### src/hw/rtl/zoomed_tile_map_pixel_renderer_core_assert.svh
// Assertion macros for the tile map renderer.
`ifndef ZOOMED_TILE_MAP_PIXEL_RENDERER_CORE_ASSERT_SVH
`define ZOOMED_TILE_MAP_PIXEL_RENDERER_CORE_ASSERT_SVH

`ifndef SYNTHESIS
// same-cycle implication
`define ZTMR_ASSERT(label, ante, cons) \
   label: assert property (@(posedge clock) disable iff (reset) (ante) |-> (cons)) \
      else $error("assertion failed");
// next-cycle implication
`define ZTMR_ASSERT_NEXT(label, ante, cons) \
   label: assert property (@(posedge clock) disable iff (reset) (ante) |=> (cons)) \
      else $error("assertion failed");
`else
`define ZTMR_ASSERT(label, ante, cons)
`define ZTMR_ASSERT_NEXT(label, ante, cons)
`endif

`endif

### src/hw/rtl/ztmr_pkg.sv
package ztmr_pkg;

   localparam int PIXEL_W      = 10;
   localparam int VIEW_W       = 11;
   localparam int CENTER_X_W   = 25;
   localparam int CENTER_Y_W   = 24;
   localparam int INV_SCALE_W  = 21;
   localparam int CELL_INDEX_W = 15;
   localparam int REGION_W     = 8;
   localparam int COLOR_W      = 16;
   localparam int CSR_INDEX_W  = 3;
   localparam int CSR_DATA_W   = 25;

   localparam int DELTA_W  = PIXEL_W + 2;
   localparam int PROD_W   = DELTA_W + INV_SCALE_W + 1;
   localparam int GCOORD_W = PROD_W + 1;
   localparam int FRAC_W   = 16;
   localparam int CELL_W   = GCOORD_W - 1 - FRAC_W;

   localparam int QUEUE_DEPTH = 4;
   localparam int QPTR_W      = $clog2(QUEUE_DEPTH);
   localparam int QCOUNT_W    = $clog2(QUEUE_DEPTH + 1);

   localparam logic [REGION_W-1:0] NO_REGION        = 8'hFF;
   localparam logic [COLOR_W-1:0]  COLOR_BACKGROUND = 16'h112A;
   localparam logic [COLOR_W-1:0]  COLOR_GRID_LINE  = 16'h4208;
   localparam logic [COLOR_W-1:0]  COLOR_NONE       = 16'h0000;
   localparam int                  PALETTE_SIZE     = 12;

   localparam logic [COLOR_W-1:0] PALETTE [PALETTE_SIZE] = '{
      16'h9D70, 16'hC50B, 16'h8D56, 16'hB430, 16'hA4D7, 16'h95B5,
      16'hC5EC, 16'h95CE, 16'hB515, 16'h8CF8, 16'hAD75, 16'hBCEA
   };

   typedef enum logic [CSR_INDEX_W-1:0] {
      CSR_VIEW_WIDTH  = 3'd0,
      CSR_VIEW_HEIGHT = 3'd1,
      CSR_CENTER_X    = 3'd2,
      CSR_CENTER_Y    = 3'd3,
      CSR_INV_SCALE   = 3'd4,
      CSR_SHOW_GRID   = 3'd5
   } csr_index_type;

   typedef enum logic {
      OP_RENDER = 1'b0,
      OP_WRITE  = 1'b1
   } op_type;

   typedef struct packed {
      logic [VIEW_W-1:0]      view_width;
      logic [VIEW_W-1:0]      view_height;
      logic [CENTER_X_W-1:0]  center_x;
      logic [CENTER_Y_W-1:0]  center_y;
      logic [INV_SCALE_W-1:0] inv_scale;
      logic                   show_grid;
   } cfg_type;

   typedef struct packed {
      logic                  empty;
      logic                  full;
      logic [QCOUNT_W-1:0]   count;
   } queue_status_type;

   typedef struct packed {
      op_type                  op;
      logic signed [PROD_W-1:0] vx;
      logic signed [PROD_W-1:0] vy;
      logic [CELL_INDEX_W-1:0] cell_index;
      logic [REGION_W-1:0]     cell_region;
   } mid_entry_type;

   typedef struct packed {
      logic [COLOR_W-1:0]  color;
      logic [REGION_W-1:0] region_id;
      logic                on_map;
   } result_type;

   // value below 96 reduced mod 12
   function automatic logic [3:0] mod12_small(input logic [6:0] v);
      logic [6:0] r;
      r = v;
      if (r >= 7'd48) r = r - 7'd48;
      if (r >= 7'd24) r = r - 7'd24;
      if (r >= 7'd12) r = r - 7'd12;
      return r[3:0];
   endfunction

   // (id*7+3) mod 12, using 16 = 4 (mod 12)
   function automatic logic [3:0] palette_index(input logic [REGION_W-1:0] id);
      logic [3:0] m;
      logic [6:0] t;
      m = mod12_small({1'b0, id[7:4], 2'b00} + {3'b000, id[3:0]});
      t = {3'b000, m} * 7'd7 + 7'd3;
      return mod12_small(t);
   endfunction

endpackage

### src/hw/rtl/ztmr_front.sv
module ztmr_front import ztmr_pkg::*; (
   input  logic                    clock,
   input  logic                    reset,
   input  logic                    req_push,
   output logic                    req_full,
   input  logic                    req_op,
   input  logic [PIXEL_W-1:0]      req_pixel_x,
   input  logic [PIXEL_W-1:0]      req_pixel_y,
   input  logic [CELL_INDEX_W-1:0] req_cell_index,
   input  logic [REGION_W-1:0]     req_cell_region,
   input  cfg_type                 cfg,
   input  queue_status_type        mid_status,
   output logic                    mid_push,
   output mid_entry_type           mid_entry
);

   logic                         s1_valid_ff, s1_valid_in;
   mid_entry_type                s1_ff, s1_in;
   logic                         load;
   logic signed [DELTA_W-1:0]    dx, dy;
   logic signed [INV_SCALE_W:0]  inv_s;

   // twice the offset of the pixel centre from the view centre, times inv_scale
   always_comb begin
      inv_s = $signed({1'b0, cfg.inv_scale});
      dx = $signed({1'b0, req_pixel_x, 1'b1}) - $signed({1'b0, cfg.view_width});
      dy = $signed({1'b0, req_pixel_y, 1'b1}) - $signed({1'b0, cfg.view_height});
      s1_in.op          = op_type'(req_op);
      s1_in.vx          = dx * inv_s;
      s1_in.vy          = dy * inv_s;
      s1_in.cell_index  = req_cell_index;
      s1_in.cell_region = req_cell_region;

      req_full    = s1_valid_ff && mid_status.full;
      mid_push    = s1_valid_ff && !mid_status.full;
      load        = req_push && !req_full;
      s1_valid_in = load ? 1'b1 : (mid_push ? 1'b0 : s1_valid_ff);
      mid_entry   = s1_ff;
   end

   always_ff @(posedge clock) begin
      if (reset) begin
         s1_valid_ff <= 1'b0;
      end else begin
         s1_valid_ff <= s1_valid_in;
      end
   end

   always_ff @(posedge clock) begin
      if (load) begin
         s1_ff <= s1_in;
      end
   end

endmodule

### config.mk
export PLATFORM = sky130hd
export DESIGN_NAME = ztmr_front
export DESIGN_NICKNAME = d
export VERILOG_FILES = /design/src/hw/rtl/zoomed_tile_map_pixel_renderer_core_assert.svh /design/src/hw/rtl/ztmr_pkg.sv /design/src/hw/rtl/ztmr_front.sv
export SDC_FILE = /design/constraint.sdc
export NUM_CORES = 1
export LEC_CHECK = 0
export BUFFER_PORTS_ARGS = -buffer_cell sky130_fd_sc_hd__buf_4
export CAP_MARGIN = 30
export CORE_MARGIN = 1.5
export CORE_UTILIZATION = 64
export CTS_CLUSTER_DIAMETER = 60
export DETAILED_ROUTE_END_ITERATION = 8
export HOLD_SLACK_MARGIN = 0.15
export PLACE_DENSITY = 0.86
export SLEW_MARGIN = 5
export SYNTH_ARGS = -nofsm -noshare
export SYNTH_HDL_FRONTEND = slang
export SYNTH_SLANG_ARGS = --single-unit
### constraint.sdc
create_clock -name clock -period 12.93 [get_ports clock]
set_clock_uncertainty 0.1 [all_clocks]
set_input_delay 2.586 -clock clock [delete_from_list [all_inputs] [get_ports clock]]
set_output_delay 2.586 -clock clock [all_outputs]
set_load 0.03 [all_outputs]
Word-level counts from Yosys, hierarchy flattened
Cells that the tools add are included.
{ "op_classes": {"reduce_logical": 6, "mul": 2, "n_addsub": 2, "muxes": 2} }
{ "op_table": {"columns": ["op", "count"], "rows": [
  ["12-bit by 22-bit multiplier with 34-bit output", 2],
  ["11-bit by 11-bit subtractor with 12-bit output", 2],
  ["1-bit logical AND", 3],
  ["1-bit zero test", 2],
  ["1-bit 2-to-1 mux", 2],
  ["2-bit nonzero test", 1]
]} }
{ "word_totals": {"ff_bits": 93, "inputBits": 145, "wordCells": 18} }

Logic depth before layout (Yosys ltp)
{ "logic_depth": {"depth_word": 4, "ltp_mapped": 31, "mapped_depth_nobuf": 29} }

Worst setup path before layout
Ideal clock, no wire load.
{ "synth_timing": {"path_kind": "input port to flip-flop", "start": "in req_pixel_y[0]", "end": "reg s1_ff (netlist bit mid_entry[54]) (data pin)", "setup_time_ns": 0.256, "arrival_time_ns": 8.810, "slack_ns": 3.763, "stages": 28, "required_time_ns": 12.574, "path_cell_list": "inv_1 ha_1 inv_1 fa_1 a21o_1 a21oi_1 nor2b_1 o21ai_0 nor2b_1 xnor2_1 clkbuf_1 nand2_1 fa_1 inv_1 fa_1 fa_1 fa_1 inv_1 fa_1 inv_1 ha_1 a21oi_1 nand2_1 a221o_1 a31oi_4 o211ai_2 a2111oi_2 and4b_1"} }
{ "synth_rtl": {"columns": ["element", "line", "rtl"], "rows": [
  ["start, declared", "ztmr_front.sv:8", "input logic [PIXEL_W-1:0] req_pixel_y,"],
  ["end signal, assigned", "ztmr_front.sv:51", "s1_ff <= s1_in;"],
  ["end, declared", "ztmr_front.sv:18", "mid_entry_type s1_ff, s1_in;"]
]} }

==> results.toml <==
[critical_path]
path_class = "in2reg"
cp_max_fo = 16
cpMaxStageDelayCell = "a211oi_1"
rrSetupSlack_ns = 10.67
cp-end-kind = "register"
r2r_cells = 4
critPathArrivalTime_ns = 10.19
cp.required_ns = 12.94
r2r-end = "mid_entry[89]"
startpoint_type = "input pin"
cpPeakStageDelay_ns = 0.63
r2r-start = "s1_valid_ff"

[cts]
post-cts-setup-buffer-count = 0
cts_max_level = 3
clk_pin_slew_ns = 0.07
cts_sinks = 93
cts_tree = "yes"
insertion_delay_ns = 0.36
clockRootBuffer = "clkbuf_16"
clockBufferDepth = 2
cts_resized = 0
cts_made_buffers = 9
ctsHoldBuffers = 0

[synth]
synth_mux_area_share_pct = 0.04838
yosysWarnings = 0
ys_seq_area_share_pct = 13.45
synthArstFlopShare_pct = 0
yosysUniqueCellTypes = 65
syn_avg_cell_area_sq_um = 9.203
synth-simple-area-share_pct = 15.70
yosysTopAreaCell = "fa_1"
synthXorXnorAreaFrac_pct = 2.625
ys.flop_type = "edfxtp_1"
synth_seq_cells = 93
synth_top_family_by_area = "adder cells"
synth_top_area_share_pct = 37.16
synth_edf_count = 92
syn_inst = 2248
ys_top_cells_by_area = "fa_1 (37%), edfxtp_1 (13%), ha_1 (13%)"
synth_compound_area_share_pct = 6.991
synthAdderAreaFrac_pct = 49.74
syn_area_sq_um = 20690
syn-num-nets = 2985

[routing]
vias = 15670
wl_per_cell_um = 16.86
drc = 0
wl_um = 46570
detail-route-antenna-nets = 0
drt_iter0_markers = 1140
dr.pass1.iters = 6
drt-vias-per-instance = 5.672

[floorplan]
initial_utilization_pct = 65.23
fp.dieH_um = 182.8
rows = 65
die_w_um = 182.8
boundaryPins = 239
die-area_sq_um = 33410
coreArea_sq_um = 31720

[grt]
antenna_found_initial = 0
first_global_vias = 17150
grt_max_degree = 58
grt_use_total_pct = 29.35
grt_pass1_wl_um = 78240
overflow = 0

[timing]
finalSetupViolations = 0
hold_viol_final = 0
rsz0062_at_grt = "false"
slew_violations = 0
fin_crit_ns = 10.17
max_slew_margin_pct = 32.31
post-route-period-util_pct = 78.69
max_freq_mhz = 98.28
worst_slew_pin_slew_ns = 1.015
timing.setup.tns_ns = 0

[finish]
diodes = 0
final_common_cell = "inv_1"
final_core_util_pct = 71.70
drive_above_1_share_pct = 10.55
fill_cells = 2311
final_nets = 3092
layout_common_cells = "inv_1 (523), fa_1 (384), nand2_1 (275)"
area_delta_synth_final_pct = 9.919

[hold_path]
whs_endpoint = "s1_valid_ff"
holdCritStartpoint = "s1_valid_ff"
holdPathStages = 3
hp-class = "reg2reg"

[placement]
portBuffers = 184
globalplace.congestion = 0.9122
dpl.hpwl_um = 36380

[job]
drv_cap = 0

[run_status]
outcome = "finished clean"
==> worst max-delay path: cells and delay by family <==
| family | cells | cell delay [ns] |
|---|---|---|
| compound gates | 7 | 2.16 |
| xor+xnor | 2 | 0.64 |
| fa+ha+maj | 8 | 3.28 |
| buf+inv | 8 | 0.76 |
| simple gates | 5 | 0.75 |
==> flip-flops by register name, indices dropped and copies added, names as in the netlist <==
name	count
s1_valid_ff	1
mid_entry	92
==> cell usage after synthesis, drive strengths merged (2+ instances only) <==
library cell  instances
and3                  6
nor4                  2
and2                151
nand2b               75
nor2b                28
a2111oi               4
fa                  384
o31ai                 3
nand3b                3
o31a                  2
nand2               275
a31oi                10
a211o                 2
inv                 523
a31o                  3
nand3                12
xnor2                41
a21o                 27
xor2                 21
nor3                  7
o21ai                39
nor2                 65
o221ai                3
nand4                11
o21bai               10
o211ai                5
o21a                 13
buf                   4
or2                  15
clkbuf              101
o311ai                3
edfxtp               92
o211a                 2
a211oi               12
ha                  208
a21oi                69
==> worst max path at each step <==
stage / slack, ns / from / endpoint
after floorplan: 3.76 / req_pixel_y[0] / mid_entry[54]
after global placement: 2.39 / req_pixel_x[0] / mid_entry[89]
after detailed placement: 2.63 / req_pixel_x[0] / mid_entry[89]
after CTS: 2.93 / req_pixel_x[0] / mid_entry[89]
after global routing: 2.60 / req_pixel_x[0] / mid_entry[89]
final: 2.76 / req_pixel_x[0] / mid_entry[89]
==> logic make-up (layout without fill, tap and decap cells) <==
group / count (synthesis) / after routing
AOI/OAI and AO/OA: 216 / 216
muxes: 1 / 1
adders and majority gates: 592 / 592
xor gates and xnor gates: 62 / 62
buffers and inverters: 628 / 740
and+or+nand+nor: 656 / 656
DFF: 93 / 93
==> stage by stage <==
step           hold slack (ns)  worst slack (ns)  instance area, sq um  instances
3_3_place_gp            0.5329             2.390                 22310       2737
4_1_cts                 0.6077             2.925                 22680       2758
6_report                0.6191             2.755                 22740       2762
5_1_grt                 0.6463             2.596                 22740       2762
2_1_floorplan           0.6311             3.763                 20690       2248
3_5_place_dp            0.5963             2.634                 22390       2742
==> cell type report <==
class | instances | area (sq um) | share of cell area [%]
Multi-Input combinational cell | 1527 | 15620 | 68.70
Clock buffer | 9 | 225.2 | 0.9904
Inverter | 523 | 1963 | 8.633
Clock inverter | 7 | 57.56 | 0.2531
Timing Repair Buffer | 201 | 1587 | 6.977
Tap cell | 402 | 503.0 | 2.212
Sequential cell | 93 | 2783 | 12.24
==> layer usage <==
| layer | GRT usage (%) | part of all wire [%] | up-vias |
|---|---|---|---|
| met5 | 0 | 0 | - |
| met4 | 13.93 | 4.2 | 0 |
| met3 | 4.071 | 6.2 | 151 |
| met2 | 53.40 | 53 | 618 |
| met1 | 34.30 | 37 | 7881 |
| li1 | - | - | 7017 |
Power is left out: the tool's default activity adds up to more than one toggle a clock period on the data nets, which glitch-free logic cannot reach.
