[config.mk]
export PLATFORM = sky130hd
export DESIGN_NAME = ztmr_queue
export DESIGN_NICKNAME = d
export VERILOG_FILES = /design/src/hw/rtl/zoomed_tile_map_pixel_renderer_core_assert.svh /design/src/hw/rtl/ztmr_pkg.sv /design/src/hw/rtl/ztmr_queue.sv
export SDC_FILE = /design/constraint.sdc
export NUM_CORES = 1
export LEC_CHECK = 0
export ABC_AREA = 1
export ABC_CLOCK_PERIOD_IN_PS = 1700
export BUFFER_PORTS_ARGS = -buffer_cell sky130_fd_sc_hd__buf_2
export CELL_PAD_IN_SITES_DETAIL_PLACEMENT = 1
export CELL_PAD_IN_SITES_GLOBAL_PLACEMENT = 1
export CORE_AREA = 2 2 69 71
export DETAILED_ROUTE_END_ITERATION = 6
export DIE_AREA = 0 0 71 73
export PLACE_DENSITY_LB_ADDON = 0.1
export SLEW_MARGIN = 15
export SYNTH_ARGS = -nofsm -noshare
export SYNTH_HDL_FRONTEND = slang
export SYNTH_SLANG_ARGS = --single-unit
[constraint.sdc]
create_clock -name clock -period 1.7 [get_ports clock]
set_input_delay 0.17 -clock clock [delete_from_list [all_inputs] [get_ports clock]]
set_output_delay 0.17 -clock clock [all_outputs]
set_load 0.01 [all_outputs]
[src/hw/rtl/zoomed_tile_map_pixel_renderer_core_assert.svh]
// Assertion macros for the tile map renderer.
`ifndef ZOOMED_TILE_MAP_PIXEL_RENDERER_CORE_ASSERT_SVH
`define ZOOMED_TILE_MAP_PIXEL_RENDERER_CORE_ASSERT_SVH

`ifndef SYNTHESIS
// same-cycle implication
`define ZTMR_ASSERT(label, ante, cons) \
   label: assert property (@(posedge clock) disable iff (reset) (ante) |-> (cons)) \
      else $error("assertion failed");
// next-cycle implication
`define ZTMR_ASSERT_NEXT(label, ante, cons) \
   label: assert property (@(posedge clock) disable iff (reset) (ante) |=> (cons)) \
      else $error("assertion failed");
`else
`define ZTMR_ASSERT(label, ante, cons)
`define ZTMR_ASSERT_NEXT(label, ante, cons)
`endif

`endif

[src/hw/rtl/ztmr_pkg.sv]
package ztmr_pkg;

   localparam int PIXEL_W      = 10;
   localparam int VIEW_W       = 11;
   localparam int CENTER_X_W   = 25;
   localparam int CENTER_Y_W   = 24;
   localparam int INV_SCALE_W  = 21;
   localparam int CELL_INDEX_W = 15;
   localparam int REGION_W     = 8;
   localparam int COLOR_W      = 16;
   localparam int CSR_INDEX_W  = 3;
   localparam int CSR_DATA_W   = 25;

   localparam int DELTA_W  = PIXEL_W + 2;
   localparam int PROD_W   = DELTA_W + INV_SCALE_W + 1;
   localparam int GCOORD_W = PROD_W + 1;
   localparam int FRAC_W   = 16;
   localparam int CELL_W   = GCOORD_W - 1 - FRAC_W;

   localparam int QUEUE_DEPTH = 4;
   localparam int QPTR_W      = $clog2(QUEUE_DEPTH);
   localparam int QCOUNT_W    = $clog2(QUEUE_DEPTH + 1);

   localparam logic [REGION_W-1:0] NO_REGION        = 8'hFF;
   localparam logic [COLOR_W-1:0]  COLOR_BACKGROUND = 16'h112A;
   localparam logic [COLOR_W-1:0]  COLOR_GRID_LINE  = 16'h4208;
   localparam logic [COLOR_W-1:0]  COLOR_NONE       = 16'h0000;
   localparam int                  PALETTE_SIZE     = 12;

   localparam logic [COLOR_W-1:0] PALETTE [PALETTE_SIZE] = '{
      16'h9D70, 16'hC50B, 16'h8D56, 16'hB430, 16'hA4D7, 16'h95B5,
      16'hC5EC, 16'h95CE, 16'hB515, 16'h8CF8, 16'hAD75, 16'hBCEA
   };

   typedef enum logic [CSR_INDEX_W-1:0] {
      CSR_VIEW_WIDTH  = 3'd0,
      CSR_VIEW_HEIGHT = 3'd1,
      CSR_CENTER_X    = 3'd2,
      CSR_CENTER_Y    = 3'd3,
      CSR_INV_SCALE   = 3'd4,
      CSR_SHOW_GRID   = 3'd5
   } csr_index_type;

   typedef enum logic {
      OP_RENDER = 1'b0,
      OP_WRITE  = 1'b1
   } op_type;

   typedef struct packed {
      logic [VIEW_W-1:0]      view_width;
      logic [VIEW_W-1:0]      view_height;
      logic [CENTER_X_W-1:0]  center_x;
      logic [CENTER_Y_W-1:0]  center_y;
      logic [INV_SCALE_W-1:0] inv_scale;
      logic                   show_grid;
   } cfg_type;

   typedef struct packed {
      logic                  empty;
      logic                  full;
      logic [QCOUNT_W-1:0]   count;
   } queue_status_type;

   typedef struct packed {
      op_type                  op;
      logic signed [PROD_W-1:0] vx;
      logic signed [PROD_W-1:0] vy;
      logic [CELL_INDEX_W-1:0] cell_index;
      logic [REGION_W-1:0]     cell_region;
   } mid_entry_type;

   typedef struct packed {
      logic [COLOR_W-1:0]  color;
      logic [REGION_W-1:0] region_id;
      logic                on_map;
   } result_type;

   // value below 96 reduced mod 12
   function automatic logic [3:0] mod12_small(input logic [6:0] v);
      logic [6:0] r;
      r = v;
      if (r >= 7'd48) r = r - 7'd48;
      if (r >= 7'd24) r = r - 7'd24;
      if (r >= 7'd12) r = r - 7'd12;
      return r[3:0];
   endfunction

   // (id*7+3) mod 12, using 16 = 4 (mod 12)
   function automatic logic [3:0] palette_index(input logic [REGION_W-1:0] id);
      logic [3:0] m;
      logic [6:0] t;
      m = mod12_small({1'b0, id[7:4], 2'b00} + {3'b000, id[3:0]});
      t = {3'b000, m} * 7'd7 + 7'd3;
      return mod12_small(t);
   endfunction

endpackage

[src/hw/rtl/ztmr_queue.sv]
module ztmr_queue import ztmr_pkg::*; #(
   parameter int WIDTH = 8
) (
   input  logic             clock,
   input  logic             reset,
   input  logic             push,
   input  logic [WIDTH-1:0] push_data,
   input  logic             pop,
   output logic [WIDTH-1:0] head_data,
   output queue_status_type status
);

   logic [WIDTH-1:0]    slot_ff [QUEUE_DEPTH];
   logic [QPTR_W-1:0]   wr_ptr_ff, wr_ptr_in;
   logic [QPTR_W-1:0]   rd_ptr_ff, rd_ptr_in;
   logic [QCOUNT_W-1:0] count_ff, count_in;
   logic                do_push, do_pop;

   always_comb begin
      status.empty = (count_ff == '0);
      status.full  = (count_ff == QCOUNT_W'(QUEUE_DEPTH));
      status.count = count_ff;
      do_push      = push && !status.full;
      do_pop       = pop && !status.empty;
      wr_ptr_in    = do_push ? wr_ptr_ff + 1'b1 : wr_ptr_ff;
      rd_ptr_in    = do_pop ? rd_ptr_ff + 1'b1 : rd_ptr_ff;
      count_in     = count_ff + QCOUNT_W'(do_push) - QCOUNT_W'(do_pop);
      head_data    = slot_ff[rd_ptr_ff];
   end

   always_ff @(posedge clock) begin
      if (reset) begin
         wr_ptr_ff <= '0;
         rd_ptr_ff <= '0;
         count_ff  <= '0;
      end else begin
         wr_ptr_ff <= wr_ptr_in;
         rd_ptr_ff <= rd_ptr_in;
         count_ff  <= count_in;
      end
   end

   always_ff @(posedge clock) begin
      if (do_push) begin
         slot_ff[wr_ptr_ff] <= push_data;
      end
   end

endmodule

* Word level (Yosys, flattened, before mapping)
Memory sizes are Yosys's and may differ from the RTL's. A register that Yosys moved wholly into a read port is not among the register bits.
Cells that the tools add are included.
** Word-level totals
- Register bits :: 7
- RAM bits :: 32
- Input port bits :: 12
- Output and inout port bits :: 13
- Logic and storage cells :: 18
- Memories :: 1
** Memory list
- slot_ff :: depth 4, width 8, read ports 1, clocked after Yosys merged registers in 1, write ports 1, line ztmr_queue.sv:13 : logic [WIDTH-1:0] slot_ff [QUEUE_DEPTH];
** Operators by class
- Add/sub/neg operators :: 4
- Equality and inequality tests :: 1
- Multiplexer cells :: 4
- Reductions and logical operators :: 5
** Operator list (number)
- 2-bit by 1-bit adder with 2-bit output (second input constant) :: 2
- 2-bit 2-to-1 mux :: 2
- 3-bit by 1-bit adder with 3-bit output :: 1
- 3-bit == test (second input constant) :: 1
- 3-bit logical NOT :: 1
- 3-bit by 1-bit subtractor with 3-bit output :: 1
- 1-bit logical AND :: 2
- 1-bit logical NOT :: 2
- 1-bit 2-to-1 mux :: 2

* Depth between registers and ports, before layout
- Depth in word-level cells :: 5
- Mapped depth :: 11
- Gate-level depth less buffers :: 11

* Least setup slack after synthesis
OpenSTA, ideal clock, no wires.
- Path kind :: register to register
- Start :: reg count_ff[1]
- End :: reg count_ff[2]
- Setup time :: 115 ps
- Arrival :: 1752 ps
- Required time :: 1585 ps
- Slack :: -167 ps
- Cell stages (with the launch flop) :: 11
- Buffers on the path :: 0
- Clock period less this slack :: 1867 ps
- Cell sequence :: dfxtp_1 > nor2_1 > nand2_1 > inv_1 > nor2_1 > ha_1 > inv_1 > ha_1 > fa_1 > a21oi_1 > nor2_1
** RTL lines
- from (decl) :: line ztmr_queue.sv:16 : logic [QCOUNT_W-1:0] count_ff, count_in;
- from (signal assigned) :: line ztmr_queue.sv:39 : count_ff <= count_in;

* Final worst setup path
- Start :: reg count_ff[0]
- End :: reg count_ff[1]
** RTL lines
- 3-bit logical NOT :: line ztmr_queue.sv:20 : status.empty = (count_ff == '0);
- 1-bit logical NOT :: line ztmr_queue.sv:24 : do_pop = pop && !status.empty;
- 1-bit logical AND :: line ztmr_queue.sv:24
- net do_pop :: line ztmr_queue.sv:17 : logic do_push, do_pop;
- 3-bit by 1-bit subtractor with 3-bit output :: line ztmr_queue.sv:27 : count_in = count_ff + QCOUNT_W'(do_push) - QCOUNT_W'(do_pop);
- net count_in[1] :: line ztmr_queue.sv:16
The timed path passes the listed nets, and every way through them passes these cells.
A chain may end at the register's enable or synchronous reset.

==> impl_table.tex <==
\begin{tabular}{lr}
\hline
Metric & Value \\
\hline
\multicolumn{2}{l}{\textbf{GRT}} \\
\quad Largest net degree at the start of global routing & 17 \\
\quad Number of global-route vias before repair & about 1200 \\
\quad Number of antenna violations at the first check in global routing & 0 \\
\quad Remaining global-route overflow & 0 \\
\quad Wire length of the first global-routing pass & 5730 um \\
\quad Gr usage total & 15.1\% \\
\multicolumn{2}{l}{\textbf{Layout}} \\
\quad Most frequent standard cell in the layout excluding fill and tap cells & sky130\_fd\_sc\_hd\_\_edfxtp\_1 \\
\quad N\_diodes & 0 \\
\quad Final instance count without filler cells & 241 \\
\quad Fraction of final layout cells sized beyond drive strength 1 & $\sim$32\% \\
\quad Fin nets & 205 \\
\quad Most frequent cells in the layout & sky130\_fd\_sc\_hd\_\_edfxtp\_1, sky130\_fd\_sc\_hd\_\_nor2\_1, sky130\_fd\_sc\_hd\_\_buf\_2 \\
\quad Area overhead of the layout relative to synthesis & 24.0\% \\
\multicolumn{2}{l}{\textbf{Power and ir drop}} \\
\quad Power per cell area & 1550 nW/um\^{}2 \\
\quad Maximum ir drop on the vdd rail & $\sim$700 uV \\
\quad Total power consumption of the routed design & approximately 0.0032 W \\
\quad Pleak & 0.852 nW \\
\multicolumn{2}{l}{\textbf{Hold path}} \\
\quad Hold crit path type & input pin to flip-flop \\
\quad Startpoint of the worst hold path & reset \\
\multicolumn{2}{l}{\textbf{Synthesis}} \\
\quad Total of warnings raised by yosys & 0 \\
\quad Synthesized net count & 164 \\
\quad Mapped Area & about 1700 sq um \\
\quad Number of synthesized register bits & between 40 and 50 \\
\quad Netlist cell types & 16 \\
\quad Mean post-synth cell area & between 10 and 15 sq um \\
\quad Post-synthesis sequential area ratio & about 68\% \\
\quad Number of cells produced by synthesis & 145 \\
\multicolumn{2}{l}{\textbf{Floorplanning}} \\
\quad Floorplan row count & 25 \\
\quad Core footprint & 4540 sq um \\
\quad I/O pin cnt & 25 \\
\quad Die footprint & 5180 sq um \\
\quad Initial core utilization & a little under two fifths \\
\quad Die height & roughly 73 um \\
\quad Die X-Extent & around 71 um \\
\multicolumn{2}{l}{\textbf{Worst setup path}} \\
\quad Cells along the critical path & nor2\_4, nand2\_2, inv\_2, nor2\_1, ha\_1, inv\_1, ha\_2, fa\_2, inv\_2, nor2\_2 \\
\quad Kind of end point of the critical path & flip-flop \\
\quad Crit path required time & 1.92 ns \\
\quad CP most frequent cell & sky130\_fd\_sc\_hd\_\_inv\_2 \\
\quad Internal reg-to-reg setup slack & -0.12 ns \\
\quad Worst Path Arrival & 2.04 ns \\
\quad Buffers and inverters on the worst path & 3 \\
\quad Reg-to-reg critical path startpoint & count\_ff[0] \\
\quad Crit-path leading delay family & adder cells \\
\quad Critical path launch point type & flip-flop \\
\quad Kind of critical path & flip-flop to flip-flop \\
\quad Crit-path slowest cell & sky130\_fd\_sc\_hd\_\_fa\_2 \\
\quad Crit path max fanout & 2 \\
\quad Slowest cell delay on critical path & 0.53 ns \\
\quad Origin of the worst setup path & count\_ff[0] \\
\multicolumn{2}{l}{\textbf{Timing}} \\
\quad Achievable frequency & 0.551 GHz \\
\quad Worst clock skew & 0.00515 ns \\
\quad Final number of hold-violating endpoints & 0 \\
\quad Minimum clock period & approximately 1.8 ns \\
\quad Worst relative slew slack & 79.2\% \\
\quad Final Worst Setup Slack & -0.116 ns \\
\quad Number of pins with negative max-slew slack in the final report & 0 \\
\quad Final setup vio count & 2 \\
\quad Setup repair after global routing missed its margin & yes \\
\quad Slew at the pin closest to its max-slew limit & 0.312 ns \\
\quad Tcrit/Tclk final & 107\% \\
\multicolumn{2}{l}{\textbf{Placed design}} \\
\quad Placed cells & about 230 \\
\quad Last weighted congestion value of the routability-driven placer & 0.696 \\
\quad Port Buf Inserts & 24 \\
\quad Worst setup slack after placement & -0.0693 ns \\
\quad Total half-perimeter wirelength after legalization and detailed placement & around 2600 um \\
\multicolumn{2}{l}{\textbf{Route}} \\
\quad Avg Vias per Cell & $\sim$5 \\
\quad Drt drc & 0 \\
\quad Total via count in the routed design & between 1000 and 1500 \\
\quad Detailed Route WL & 3520 um \\
\quad Number of detailed-routing iterations run before antenna repair & 4 \\
\quad Final routed wire length divided by cell count & roughly 15 um \\
\quad Post-route antenna net violation count & 0 \\
\quad Detailed Route Iter0 Violations & between 70 and 80 \\
\multicolumn{2}{l}{\textbf{CTS}} \\
\quad Clock transition at the registers of the reported paths & $\sim$0.070 ns \\
\quad CTS tree & yes \\
\quad Buffer depth of the longest clock path & 2 \\
\quad Clock tree root driver cell & sky130\_fd\_sc\_hd\_\_clkbuf\_8 \\
\quad Clk Latency, worst-skew pair & 0.29 ns \\
\quad H-Tree Depth & 2 \\
\quad Total number of clock tree sinks & 41 \\
\quad Number of buffers added by the clock tree synthesis step & 5 \\
\quad Post-cts hold buffer count & 0 \\
\multicolumn{2}{l}{\textbf{Run status}} \\
\quad Violations in the final reports & setup timing \\
\quad Status & complete, but fails checks \\
\multicolumn{2}{l}{\textbf{Job}} \\
\quad Number of maximum-capacitance constraint violations & 0 \\
\hline
\end{tabular}
logic make-up (layout without fill, tap and decap cells):
kind of cell | count (synthesis) | after routing | share of synthesized area, %
simple gates | 46 | 46 | 10.9
flops | 41 | 41 | 68.0
compound gates | 29 | 29 | 9.69
buf+inv | 22 | 64 | 5.81
fa+ha+maj | 7 | 7 | 5.66
cells in the mapped netlist:
master                     number  area (sq um)
sky130_fd_sc_hd__edfxtp_1      32           961
sky130_fd_sc_hd__fa_1           1          20.0
sky130_fd_sc_hd__nand3_1        4          20.0
sky130_fd_sc_hd__a21oi_1        5          25.0
sky130_fd_sc_hd__inv_2          1          3.75
sky130_fd_sc_hd__o22ai_1        8          50.1
sky130_fd_sc_hd__ha_1           6          75.1
sky130_fd_sc_hd__o21ai_2        2          17.5
sky130_fd_sc_hd__o21ai_0       12          60.1
sky130_fd_sc_hd__buf_6          2          22.5
sky130_fd_sc_hd__o21ai_1        2          10.0
sky130_fd_sc_hd__nor2_1        28           105
sky130_fd_sc_hd__inv_1         19          71.3
sky130_fd_sc_hd__nand2_1       12          45.0
sky130_fd_sc_hd__nor2_2         2          12.5
sky130_fd_sc_hd__dfxtp_1        9           180
worst paths after layout:
kind / end / depth (start not counted)
setup / recovery: count_ff[1] / 10
hold / removal: count_ff[1] / 2
setup reg to reg: count_ff[1] / 10
hold reg to reg: rd_ptr_ff[0] / 2
state kept, by name (all words and copies together), names as in the netlist, named ones only:
| signal | cells |
|---|---|
| slot_ff | 32 |
| count_ff | 3 |
| rd_ptr_ff | 2 |
| wr_ptr_ff | 2 |
final cells by class:
cell class / count / area (sq um)
Clock buffer: 6 / 82.6
Fill cell: 499 / 2450
Timing Repair Buffer: 36 / 210
Inverter: 20 / 75.1
Multi-Input combinational cell: 82 / 463
Sequential cell: 41 / 1150
Clock inverter: 2 / 37.5
Tap cell: 54 / 67.6
repair_timing:
action	CTS	global route
endpoints found under the setup margin	2	2
hold endpoints to repair	0	0
gates resized for setup	0	3
buffers inserted	0	1
per-layer routing:
metal  GRT usage (%)  routed length [um]
met4            7.55                  63
met1            14.6                1280
met2            30.0                2050
met3            3.04                 126
met5               0                   0
per-stage QoR:
stage | hold WS (ns) | setup TNS (ns) | instance area (sq um) | util (%)
6_report | 0.0705 | -0.130 | 2080 | 45.9
2_1_floorplan | 0.232 | -0.104 | 1700 | -
3_5_place_dp | 0.363 | -0.125 | 1950 | 43.0
3_3_place_gp | 0.359 | -0.00470 | 1950 | 43.0
5_1_grt | 0.0705 | -0.334 | 2080 | 45.9
4_1_cts | 0.0495 | -0.175 | 2070 | 45.6
power by group:
part / total (W) / internal, W / switching (W) / leakage, nW
clock network: 0.000803 / 0.000477 / 0.000326 / 0.0574
logic: 0.00109 / 0.000460 / 0.000631 / 0.427
registers: 0.00133 / 0.00125 / 0.0000885 / 0.368
total: 0.00323 / 0.00218 / 0.00105 / 0.852
No activity file was read; power rests on OpenSTA's default activity.
